[src/hw/rtl/hsfc_pkg.sv]
// Shared types, constants and the CRC-8 byte update for the humidity sensor
// frame checker. No dependencies.
`timescale 1ns / 1ps

package hsfc_pkg;

  localparam logic [7:0]  CRC_POLY    = 8'h31;
  localparam logic [7:0]  CRC_INIT    = 8'hFF;
  localparam logic [14:0] TEMP_SCALE  = 15'd17500;
  localparam logic [14:0] TEMP_OFFSET = 15'd4500;
  localparam logic [13:0] HUM_SCALE   = 14'd10000;
  localparam logic [16:0] DIV_CONST   = 17'd65535;

  typedef struct packed {
    logic [15:0] raw_t;
    logic [15:0] raw_h;
    logic        t_bad;
    logic        h_bad;
  } hsfc_word_t;

  typedef struct packed {
    logic [15:0]        raw_t;
    logic [15:0]        raw_h;
    logic signed [14:0] temp_centi;
    logic [13:0]        hum_centi;
    logic               t_bad;
    logic               h_bad;
  } hsfc_result_t;

  // MSB-first CRC-8, no reflection, one byte unrolled
  function automatic logic [7:0] crc8_feed(input logic [7:0] crc, input logic [7:0] data);
    logic [7:0] v;
    v = crc ^ data;
    for (int k = 0; k < 8; k++) begin
      if (v[7]) begin
        v = {v[6:0], 1'b0} ^ CRC_POLY;
      end else begin
        v = {v[6:0], 1'b0};
      end
    end
    return v;
  endfunction

endpackage

[src/hw/rtl/hsfc_frame.sv]
// Input beat register, byte position tracking and CRC check of one frame.
// Depends on hsfc_pkg.
`timescale 1ns / 1ps

module hsfc_frame import hsfc_pkg::*; (
  input  logic       clk,
  input  logic       rst,
  input  logic       in_valid,
  output logic       in_ready,
  input  logic [7:0] in_byte,
  input  logic       in_start,
  output logic       word_valid,
  input  logic       word_ready,
  output hsfc_word_t word
);

  localparam logic [2:0] POS_T_MSB = 3'd0;
  localparam logic [2:0] POS_T_LSB = 3'd1;
  localparam logic [2:0] POS_T_CRC = 3'd2;
  localparam logic [2:0] POS_H_MSB = 3'd3;
  localparam logic [2:0] POS_H_LSB = 3'd4;
  localparam logic [2:0] POS_H_CRC = 3'd5;

  logic       v0;
  logic [7:0] byte0;
  logic       start0;

  logic [2:0]  pos, pos_eff, pos_next;
  logic [7:0]  crc, crc_next;
  logic [15:0] tw, tw_next, hw, hw_next;
  logic        tfail, tfail_next;

  logic       v1;
  hsfc_word_t word_q;

  logic last, take1, consume;

  always_comb begin
    if (start0 || pos > POS_H_CRC) begin
      pos_eff = POS_T_MSB;
    end else begin
      pos_eff = pos;
    end
  end

  assign last     = (pos_eff == POS_H_CRC);
  assign take1    = !v1 || word_ready;
  assign consume  = v0 && (!last || take1);
  assign in_ready = !v0 || consume;

  always_comb begin
    pos_next   = pos;
    crc_next   = crc;
    tw_next    = tw;
    hw_next    = hw;
    tfail_next = tfail;
    unique case (pos_eff)
      POS_T_MSB: begin
        crc_next = crc8_feed(CRC_INIT, byte0);
        tw_next  = {byte0, tw[7:0]};
        pos_next = POS_T_LSB;
      end
      POS_T_LSB: begin
        crc_next = crc8_feed(crc, byte0);
        tw_next  = {tw[15:8], byte0};
        pos_next = POS_T_CRC;
      end
      POS_T_CRC: begin
        tfail_next = (crc != byte0);
        crc_next   = CRC_INIT;
        pos_next   = POS_H_MSB;
      end
      POS_H_MSB: begin
        crc_next = crc8_feed(CRC_INIT, byte0);
        hw_next  = {byte0, hw[7:0]};
        pos_next = POS_H_LSB;
      end
      POS_H_LSB: begin
        crc_next = crc8_feed(crc, byte0);
        hw_next  = {hw[15:8], byte0};
        pos_next = POS_H_CRC;
      end
      default: begin
        crc_next = CRC_INIT;
        pos_next = POS_T_MSB;
      end
    endcase
  end

  always_ff @(posedge clk) begin
    if (rst) begin
      v0    <= 1'b0;
      v1    <= 1'b0;
      pos   <= POS_T_MSB;
      crc   <= CRC_INIT;
      tw    <= '0;
      hw    <= '0;
      tfail <= 1'b0;
    end else begin
      if (in_ready) begin
        v0 <= in_valid;
      end
      if (take1) begin
        v1 <= consume && last;
      end
      if (consume) begin
        pos   <= pos_next;
        crc   <= crc_next;
        tw    <= tw_next;
        hw    <= hw_next;
        tfail <= tfail_next;
      end
    end
  end

  always_ff @(posedge clk) begin
    if (in_valid && in_ready) begin
      byte0  <= in_byte;
      start0 <= in_start;
    end
    if (consume && last) begin
      word_q.raw_t <= tw;
      word_q.raw_h <= hw;
      word_q.t_bad <= tfail;
      word_q.h_bad <= (crc != byte0);
    end
  end

  assign word_valid = v1;
  assign word       = word_q;

endmodule

[config.mk]
export PLATFORM = sky130hd
export DESIGN_NAME = hsfc_frame
export DESIGN_NICKNAME = d
export VERILOG_FILES = /design/src/hw/rtl/hsfc_pkg.sv /design/src/hw/rtl/hsfc_frame.sv
export SDC_FILE = /design/constraint.sdc
export NUM_CORES = 1
export LEC_CHECK = 0
export ABC_AREA = 1
export BUFFER_PORTS_ARGS = -buffer_cell sky130_fd_sc_hd__buf_2
export CORE_MARGIN = 2
export CORE_UTILIZATION = 30
export CTS_CLUSTER_DIAMETER = 30
export DETAILED_ROUTE_END_ITERATION = 8
export PLACE_DENSITY_LB_ADDON = 0.3
export SLEW_MARGIN = 30
export SYNTH_ARGS = -nofsm -noshare
export SYNTH_HDL_FRONTEND = slang
export SYNTH_SLANG_ARGS = --single-unit
[constraint.sdc]
create_clock -name clk -period 5.4 [get_ports clk]
set_input_delay 0.54 -clock clk [delete_from_list [all_inputs] [get_ports clk]]
set_output_delay 0.54 -clock clk [all_outputs]
set_load 0.05 [all_outputs]
### After elaboration in Yosys (flattened, before gate mapping)

Cells that the tools add are included.
W data, S select, Z words.

* flip-flop bits (word level): 89
* input port bits: 13
* word-level logic and storage cells: 137
* output and inout port bits: 36

* equal/unequal tests: 6
* magnitude comparators: 1
* bitwise logic cells: 36
* mux-type cells: 63
* reduce and logical (&&, ||, !) cells: 16

Operators with widths (count)
* $mux W8: 28
* $mux W6: 30
* $not A3 Y3: 30
* $pmux W16 S2: 2
* $pmux W8 S4: 1
* $pmux W3 S5: 1
* $reduce_and A3 Y1: 4
* $ne A8 B8 Y1: 1
* $not A8 Y8: 1
* $xor A8 B8 Y8: 1
* $eq A3 B2 Y1 const B: 2
* $eq A3 B3 Y1 const B: 2
* $logic_or A1 B1 Y1: 4
* $not A1 Y1: 4
* $eq A3 B1 Y1 const B: 1
* $gt A3 B3 Y1 const B: 1
* $logic_and A1 B1 Y1: 3
* $logic_not A1 Y1: 3
* $logic_not A3 Y1: 1
* $mux W3: 1
* $reduce_and A2 Y1: 1

### Longest topological paths before layout

Gate-level depths: netlist of the first run.

* depth after elaboration: 26
* depth in mapped cells: 15
* mapped depth without buffers: 14

### Least setup slack after synthesis of the first run

Ideal clock, no wire load.

* path kind: reg2reg
* start point: reg v1 (netlist: word_valid)
* end point: reg word_q (netlist bit word[0]), enable pin
* arrival time: 3.296 ns
* path buffers: 1
* period minus slack after synthesis: 3.765 ns
* slack: 1.635 ns
* data required time: 4.931 ns
* stages on the path, launching flop included: 7
* library setup time: 0.469 ns
* cell sequence: dfxtp_1 inv_1 nor2_1 nand2_1 nand2_2 buf_6 nor3_1

* longest elaborated chain between the ends: 5

RTL lines
* start: declaration: RTL line hsfc_frame.sv:33 `logic v1;`
* start signal: assignment: RTL line hsfc_frame.sv:104 `v1 <= consume && last;`
* $logic_not A1 Y1: RTL line hsfc_frame.sv:47 `assign take1 = !v1 || word_ready;`
* $logic_or A1 B1 Y1: RTL line hsfc_frame.sv:47
* $logic_or A1 B1 Y1: RTL line hsfc_frame.sv:48 `assign consume = v0 && (!last || take1);`
* $logic_and A1 B1 Y1: RTL line hsfc_frame.sv:48
* $logic_and A1 B1 Y1: RTL line hsfc_frame.sv:121 `if (consume && last) begin`
* end: declaration: RTL line hsfc_frame.sv:34 `hsfc_word_t word_q;`

Every way passes these cells.
A chain may end at the register's enable or synchronous reset.

### Final worst setup path of the first run

* start point: reg start0
* end point: reg word_q (netlist bit word[25]), enable pin

* longest elaborated chain between the ends: 7

RTL lines
* start: declaration: RTL line hsfc_frame.sv:26 `logic start0;`
* start signal: assignment: RTL line hsfc_frame.sv:119 `start0 <= in_start;`
* $logic_or A1 B1 Y1 *: RTL line hsfc_frame.sv:39 `if (start0 || pos > POS_H_CRC) begin`
* $mux W3 *: RTL line hsfc_frame.sv:39
* $eq A3 B3 Y1 *: RTL line hsfc_frame.sv:46 `assign last = (pos_eff == POS_H_CRC);`
* $logic_not A1 Y1: RTL line hsfc_frame.sv:48
* $logic_or A1 B1 Y1: RTL line hsfc_frame.sv:48
* $logic_and A1 B1 Y1: RTL line hsfc_frame.sv:48
* $logic_and A1 B1 Y1 *: RTL line hsfc_frame.sv:121

Every way passes the cells marked *; elsewhere a longest branch is shown, timed or not.

==> results of run 1 <==
==> worst max-delay path by stage <==
stage,from,slack [ps],end,cells after the start
4_1_cts,start0,2770,word[25],7
2_1_floorplan,word_valid,1640,word[0],6
3_3_place_gp,word_ready,2820,word[25],6
6_report,start0,3100,word[25],7
3_5_place_dp,word_ready,2740,word[22],6
5_1_grt,start0,2910,word[24],7
==> where the power goes <==
part	switching, W	total (W)	leakage [nW]	internal, W
combinational	0.000113	0.000182	0.972	0.0000689
clock	0.000251	0.000609	0.143	0.000357
sequential	0.0000289	0.000750	0.790	0.000721
total	0.000393	0.00154	1.91	0.00115
==> synth_stat cells <==
cell type    n
o21ai_2      1
nor3_1       2
nand2_1    114
o21ai_0     15
nand2_2      5
inv_1       44
buf_6        4
buf_2        7
buf_4        1
inv_2        4
nor2_2       2
o21ai_1      6
a21oi_1     39
dfxtp_1     46
a31oi_1      1
nand4_1      1
edfxtp_1    43
xnor2_1     14
nand2_4      1
clkbuf_1     4
xor2_1      12
nor2_1       8
o211ai_1     1
or2_2        1
nor2_4       4
o211ai_2     1
nand3_2      3
nand3_1     37
nor3_4       1
inv_4        1
==> per-layer routing <==
layer	up-vias	routed length, microns	GRT usage	share of wire
li1	1469	-	-	-
met5	-	0	0	0
met1	1317	4130	0.173	0.48
met2	71	3910	0.202	0.46
met3	11	406	0.0373	0.047
met4	0	120	0.0429	0.014
==> layout make-up <==
type,instances,area [sq um]
fillers,1306,8080
flip-flops and latches,89,2210
multi-input cells,269,1390
repair buffers,49,248
clock buffers,9,225
well taps,172,215
inverters,49,186
clock inverters,7,68.8
==> flip-flops by register name (all words and copies together) (netlist names) <==
register	flops
word	34
start0	1
v0	1
word_valid	1
byte0	8
crc	8
tw	16
tfail	1
pos	3
hw	16
==> worst reg2reg max path, cell delays in order (launching register included) <==
cell      delay, ps
edfxtp_1        390
inv_1            90
nand3_2         150
nor2_2           70
nand2_1          70
nand2_2         210
nor3_4          580
buf_4           410
==> cell families (layout without fill, tap and decap cells) <==
group,count (synthesis),after routing,synth area share
DFF,89,89,0.571
buffers and inverters,65,114,0.0746
and+or+nand+nor,179,179,0.209
AOI/OAI and AO/OA,64,64,0.0865
xor gates and xnor gates,26,26,0.0587
==> metrics by stage <==
step / hold slack [ps] / total power, W / cells / utilization / cell area (sq um)
detailed placement: 414 / 0.000945 / 628 / 0.336 / 4240
finish: 371 / 0.00154 / 644 / 0.360 / 4540
global placement: 413 / 0.000942 / 628 / 0.336 / 4240
CTS: 358 / 0.00156 / 644 / 0.359 / 4540
floorplan: 403 / 0.000905 / 423 / - / 3880
global route: 355 / 0.00162 / 644 / 0.360 / 4540
==> summary.md, run 1 <==
| Metric | Value |
|---|---|
| Reg2reg start | `start0` |
| CP max stage delay | `between 500 and 600 ps` |
| Largest net degree at the start of global routing | `26` |
| Cells after Synth | `423` |
| Status | `finished clean` |
| Drt drc | `0` |
| Die width | `approximately 120 microns` |
| Post-Route WL | `around 8600 microns` |
| Longest Clk Path Bufs | `2` |
| # setup viols final | `0` |
| FF+latch count, synth | `89` |
| Crit path capture type | `register` |
| Data required, critical path | `roughly 5400 ps` |
| Initial Utilization | `0.307` |
| First-pass DRT Iterations | `5` |
| CTS resizes | `0` |
| Total vias in the final route | `between 2000 and 3000` |
| Total track usage | `0.130` |
| Most common cell after layout, fill and taps aside | `nand2_1` |
| DR vias/cell | `around 4.5` |
| Routed Antenna Nets | `0` |
| First-pass GRT wire length | `~14000 microns` |
| Clock root buffer | `clkbuf_16` |
| DPL Wire Length | `roughly 6000 microns` |
| Die Area | `approximately 0.014 sq mm` |
| Synth area leaders | `edfxtp_1 33%, dfxtp_1 24%, nand2_1 11%` |
| HP Class | `in -> reg` |
| TritonCTS sink count | `89` |
| Hold Path Depth | `1` |
| Total CTS buffers | `9` |
| Routed length per instance | `around 13 microns` |
| Hold path startpoint | `in_byte[3]` |
| CTS tree | `yes` |
| Share of layout cells above drive strength 1 | `0.189` |
| Depth of the worst register-to-register path | `7` |
| Part of the cycle the worst path needs | `0.426` |
| Setup TNS | `0 ps` |
| Sequential area share after synthesis | `0.571` |
| Antenna cell count | `0` |
| Vias in the first global route | `2643` |
| Drt initial violations | `~170` |
| Final critical-path required period | `roughly 2300 ps` |
| Top cell type's share of synthesized area | `0.333` |
| Routability Congestion | `just under 0.8` |
| Most frequent cells in the layout | `114 x nand2_1, 48 x buf_2, 46 x dfxtp_1` |
| Unrepaired setup endpoints after global routing | `no` |
| Die Y | `118 microns` |
| Mapped Nets | `approximately 440` |
| Max frequency | `between 0.4 and 0.5 GHz` |
| Cells along the critical path | `inv_1 > nand3_2 > nor2_2 > nand2_1 > nand2_2 > nor3_4 > buf_4` |
| Critical Setup Path Class | `reg -> reg` |
| Port Buffers | `48` |
| FF-to-FF setup slack | `3100 ps` |
| Io pins | `49` |
| Most area-hungry cell type in the Yosys netlist | `edfxtp_1` |
| Crit path max fanout | `23` |
| Final hold vios | `0` |
| Final Worst Setup Slack | `roughly 3100 ps` |
| Yosys Warn Count | `0` |
| Reg2reg end | `word[25]` |
| CTS H-tree lvls | `3` |
| Max Slew Vio Count | `0` |
| Post-synth cell types | `30` |
| Setup bufs post-CTS | `0` |
| Worst skew pair latency | `340 ps` |
| Relative slew slack | `0.540` |
| Core Region | `between 0.01 and 0.015 sq mm` |
| Max_cap viols | `0` |
| Pre-CTS setup slack | `between 2000 and 3000 ps` |
| CP arrival | `2320 ps` |
| Clock skew | `about 5.3 ps` |
| Static leakage | `1.91 nW` |
| Pwr Density | `roughly 340 mW/mm^2` |
| Crit path buffers/inverters | `2` |
| Top delay family on crit path | `simple AND/OR/NAND/NOR gates` |
| Nets | `480` |
| Startpoint types | `register` |
| Initial antenna violation count | `0` |
| Hold buffers post-CTS | `0` |
| Total grt overflow | `0` |
| Actual slew at the worst max-slew pin | `around 700 ps` |
| Maximum vdd drop | `0.000177 V` |
| CP max stage cell | `nor3_4` |
| Syn avg cell area | `between 9 and 10 sq um` |
| Hold EP | `byte0[3]` |
| Area growth syn-to-layout | `17.2%` |
| Clk pin slew, worst setup/hold paths | `60 ps` |
| Post-synthesis cell area | `between 0.003 and 0.004 sq mm` |
| # rows | `41` |
Note: power is estimated with default switching activity, not from simulation.
==> inputs of run 2 (changes only) <==
==> constraint.sdc (replaced) <==
create_clock -name clk -period 2.3 [get_ports clk]
set_input_delay 0.23 -clock clk [delete_from_list [all_inputs] [get_ports clk]]
set_output_delay 0.23 -clock clk [all_outputs]
set_load 0.05 [all_outputs]
==> run 2 against run 1 <==
  * Critical path depth stayed put
  * Count of clock-buffer cells in the layout increased by 1
  * Cell area increased by 1.1%
==> summary.md, run 2 (synthesis results as in run 1) <==
| Metric | Value |
|---|---|
| Depth of the worst register-to-register path | `7` |
| Drt initial violations | `199` |
| Initial Utilization | `0.307` |
| Total track usage | `0.129` |
| # setup viols final | `0` |
| Hold Path Depth | `1` |
| Clock root buffer | `clkbuf_16` |
| Min Hold Slack | `around 69 ps` |
| CTS resizes | `0` |
| Io pins | `slightly below 50` |
| Post-Route WL | `8690 microns` |
| Placed cell area | `around 0.0043 sq mm` |
| Antenna cell count | `0` |
| Data required, critical path | `2310 ps` |
| Part of the cycle the worst path needs | `0.820` |
| GRT met3 Usage | `0.0417` |
| Max Slew Vio Count | `0` |
| First-pass GRT wire length | `between 10000 and 15000 microns` |
| Max_cap viols | `0` |
| Most common cell after layout, fill and taps aside | `nand2_1` |
| Status | `finished clean` |
| Static leakage | `between 1.5 and 2 nW` |
| Pre-CTS setup slack | `~410 ps` |
| Reg2reg end | `word[1]` |
| Max frequency | `approximately 0.53 GHz` |
| CTS H-tree lvls | `3` |
| Total vias in the final route | `2871` |
| Reg2reg start | `start0` |
| FF-to-FF setup slack | `between 400 and 500 ps` |
| Unrepaired setup endpoints after global routing | `no` |
| Total CTS buffers | `9` |
| Hold EP | `byte0[0]` |
| Actual slew at the worst max-slew pin | `634 ps` |
| Crit path max fanout | `24` |
| Core Region | `roughly 0.013 sq mm` |
| Routability Congestion | `0.843` |
| Clock skew | `around 8.5 ps` |
| Nets | `around 490` |
| Vias in the first global route | `roughly 2800` |
| Hold path startpoint | `in_byte[0]` |
| Drt drc | `0` |
| CP arrival | `between 1500 and 2000 ps` |
| Port Buffers | `48` |
| GR peak layer | `met2` |
| Final hold vios | `0` |
| Most frequent cells in the layout | `114 x nand2_1, 48 x buf_2, 46 x dfxtp_1` |
| Largest net degree at the start of global routing | `26` |
| Routed Antenna Nets | `0` |
| Clk pin slew, worst setup/hold paths | `approximately 70 ps` |
| First-pass DRT Iterations | `4` |
| HP Class | `in -> reg` |
| Maximum vdd drop | `between 0.0003 and 0.0004 V` |
| Final critical-path required period | `~1900 ps` |
| Pwr Density | `just over 800 mW/mm^2` |
| Longest Clk Path Bufs | `2` |
| Die width | `between 100 and 150 microns` |
| Die Y | `around 120 microns` |
| Startpoint types | `register` |
| # rows | `41` |
| CTS tree | `yes` |
| Crit path capture type | `register` |
| Routed length per instance | `13.4 microns` |
| Critical Setup Path Class | `reg -> reg` |
| Relative slew slack | `0.577` |
| Initial antenna violation count | `0` |
| Area growth syn-to-layout | `18.5%` |
| DR vias/cell | `around 4.4` |
| Hold buffers post-CTS | `0` |
| Final Cell Area | `between 0.004 and 0.005 sq mm` |
| TritonCTS sink count | `between 80 and 90` |
| Setup TNS | `0 ps` |
| Met2 GRT Util | `0.199` |
| DPL Wire Length | `between 6000 and 7000 microns` |
| Final Worst Setup Slack | `just over 400 ps` |
| Total grt overflow | `0` |
| Share of layout cells above drive strength 1 | `0.197` |
| Worst skew pair latency | `around 340 ps` |
| Grt met1 use | `0.172` |
| Setup bufs post-CTS | `0` |
| Largest register FFs | `34` |
| Die Area | `between 0.01 and 0.015 sq mm` |
==> run 2: routing by layer <==
| layer | vias to the layer above | part of all wire |
|---|---|---|
| li1 | 1477 | - |
| met3 | 9 | 0.075 |
| met4 | 0 | 0.015 |
| met5 | - | 0 |
| met1 | 1295 | 0.47 |
| met2 | 90 | 0.44 |
==> run 2: worst max-delay path by stage <==
| stage | startpoint | slack [ps] | endpoint |
|---|---|---|---|
| finish | start0 | 410 | word[1] |
| global route | start0 | 240 | hw[12] |
| floorplan | start0 | 100 | word[0] |
| global placement | byte0[5] | 500 | crc[2] |
| detailed placement | start0 | 410 | word[1] |
| CTS | start0 | 400 | word[1] |
==> run 2: worst max-delay path, cell delays in order (launching register included) <==
cell	delay, ps
edfxtp_1	400
inv_1	90
nand3_2	150
nor2_2	70
nand2_1	80
nand2_2	190
nor3_4	220
buf_4	340
==> run 2: cell type report <==
type	count	area (sq um)
clock buffers	10	229
clock inverters	6	78.8
fillers	1306	8030
inverters	49	186
multi-input cells	269	1390
flip-flops and latches	89	2210
well taps	172	215
repair buffers	54	285
==> run 2: metrics by stage <==
stage	power (W)	util	cells
2_1_floorplan	0.00213	-	423
3_3_place_gp	0.00222	0.340	633
3_5_place_dp	0.00223	0.340	633
4_1_cts	0.00372	0.364	649
5_1_grt	0.00385	0.364	649
6_report	0.00370	0.364	649
==> run 2: where the power goes <==
part,total [W],leakage (nW),switching [W],internal (W)
Combinational,0.000449,0.997,0.000281,0.000168
Clock,0.00150,0.142,0.000643,0.000858
Sequential,0.00175,0.790,0.0000584,0.00169
Total,0.00370,1.93,0.000982,0.00272
==> inputs of run 3 (changes only) <==
==> constraint.sdc (replaced) <==
create_clock -name clk -period 1.9 [get_ports clk]
set_input_delay 0.19 -clock clk [delete_from_list [all_inputs] [get_ports clk]]
set_output_delay 0.19 -clock clk [all_outputs]
set_load 0.05 [all_outputs]
==> run 3 against run 2 <==
  * Register-to-register slack worse by 250 ps
  * Final cell count up 2.6%
  * Cell area up 4.1%
  * Global-route usage up 0.38 points
  * Critical path type unchanged
==> summary.md, run 3 (synthesis results as in run 1) <==
| Metric | Value |
|---|---|
| CTS H-tree lvls | `3` |
| Placed cell area | `0.00443 sq mm` |
| Max frequency | `0.577 GHz` |
| Vias in the first global route | `2831` |
| Critical Setup Path Class | `reg -> reg` |
| # rows | `41` |
| Max Slew Vio Count | `0` |
| Routability Congestion | `about 0.84` |
| Unrepaired setup endpoints after global routing | `no` |
| Io pins | `49` |
| CTS tree | `yes` |
| Hold buffers post-CTS | `0` |
| DPL Wire Length | `about 6400 microns` |
| Fill cell count | `around 1300` |
| Area growth syn-to-layout | `23.4%` |
| Die Area | `0.0138 sq mm` |
| Total track usage | `0.133` |
| # setup viols final | `0` |
| First-pass DRT Iterations | `4` |
| Die width | `about 120 microns` |
| Routed Antenna Nets | `0` |
| Crit path max fanout | `4` |
| Drt initial violations | `roughly 170` |
| Initial Utilization | `0.307` |
| Final critical-path required period | `between 1500 and 2000 ps` |
| Crit path capture type | `register` |
| CP arrival | `slightly below 2000 ps` |
| Share of layout cells above drive strength 1 | `0.227` |
| Relative slew slack | `0.730` |
| Most frequent cells in the layout | `114 x nand2_1, 48 x buf_2, 46 x dfxtp_1` |
| Total vias in the final route | `just under 3000` |
| Clock root buffer | `clkbuf_16` |
| Part of the cycle the worst path needs | `0.912` |
| Maximum vdd drop | `0.000371 V` |
| Die Y | `~120 microns` |
| Status | `finished clean` |
| DR vias/cell | `between 4 and 5` |
| Clock skew | `between 8 and 9 ps` |
| Longest Clk Path Bufs | `2` |
| First-pass GRT wire length | `roughly 15000 microns` |
| Routed length per instance | `between 10 and 15 microns` |
| Data required, critical path | `between 2000 and 2500 ps` |
| Largest net degree at the start of global routing | `32` |
| HP Class | `in -> reg` |
| Initial antenna violation count | `0` |
| Nets | `502` |
| Port Buffers | `48` |
| Total grt overflow | `0` |
| Drt drc | `0` |
| Final Worst Setup Slack | `167 ps` |
| Setup TNS | `0 ps` |
| Pwr Density | `between 900 and 1000 mW/mm^2` |
| Static leakage | `2.04 nW` |
| TritonCTS sink count | `between 80 and 90` |
| Startpoint types | `register` |
| Worst skew pair latency | `about 340 ps` |
| Final hold vios | `0` |
| Final Cell Area | `about 0.0048 sq mm` |
| Post-Route WL | `around 8700 microns` |
| Clk pin slew, worst setup/hold paths | `~70 ps` |
| Pre-CTS setup slack | `around 180 ps` |
| Actual slew at the worst max-slew pin | `405 ps` |
| Final Util | `0.379` |
| Largest register FFs | `34` |
| Total Power | `0.00463 W` |
| Most common cell after layout, fill and taps aside | `nand2_1` |
| Core Region | `approximately 0.013 sq mm` |
| Max_cap viols | `0` |
| Total CTS buffers | `9` |
| Antenna cell count | `0` |
run 3: cell types whose count changed in the layout (fill, tap and decap cells not counted), sizes merged:
cell | before | now
buf | 54 | 71
clkinvlp | 2 | 0
clkinv | 2 | 1
bufinv | 1 | 2
inv | 50 | 52
run 3: final cells by class:
type	count	area, sq um	area share
flip-flops and latches	89	2210	0.463
repair buffers	71	438	0.0916
well taps	172	215	0.0450
multi-input cells	269	1400	0.294
clock buffers	10	229	0.0479
clock inverters	6	97.6	0.0204
inverters	49	186	0.0390
run 3: worst paths after layout:
| check | from | to | slack (ps) | cells past startpoint |
|---|---|---|---|---|
| max reg2reg | byte0[6] | crc[5] | 170 | 11 |
| min | in_byte[6] | byte0[6] | 30 | 1 |
| max | byte0[6] | crc[5] | 170 | 11 |
| min reg2reg | hw[1] | word[3] | 430 | 0 |
run 3: routing by layer:
metal  vias up  track usage  wire [microns]
li1       1516            -               -
met1      1320        0.188            4400
met2        72        0.199            3830
met3         6       0.0383             427
met4         0       0.0369              61
met5         -            0               0
run 3: stage by stage:
step	hold slack, ps	cells
floorplan	289	423
global placement	371	647
detailed placement	368	647
CTS	13.7	663
global route	16.7	666
finish	27.8	666
run 3: critical path, stage by stage (launching register included):
cell,delay (ps)
edfxtp_1,460
inv_1,190
nand2_1,70
nand2_1,190
xor2_1,270
nand3_1,110
nand3_1,100
nand2_1,60
inv_1,60
nand2_1,40
nand2_1,50
nand2_1,40
run 3: timing repair:
item	4_1_cts	5_1_grt
buffers inserted	0	3
gates resized for setup	0	1
setup endpoints to repair	0	3
run 3: where the power goes:
| group | internal [W] | leakage [nW] | switching, W | total [W] |
|---|---|---|---|---|
| combinational | 0.000242 | 1.09 | 0.000367 | 0.000609 |
| sequential | 0.00205 | 0.790 | 0.0000510 | 0.00210 |
| clock | 0.00117 | 0.160 | 0.000747 | 0.00192 |
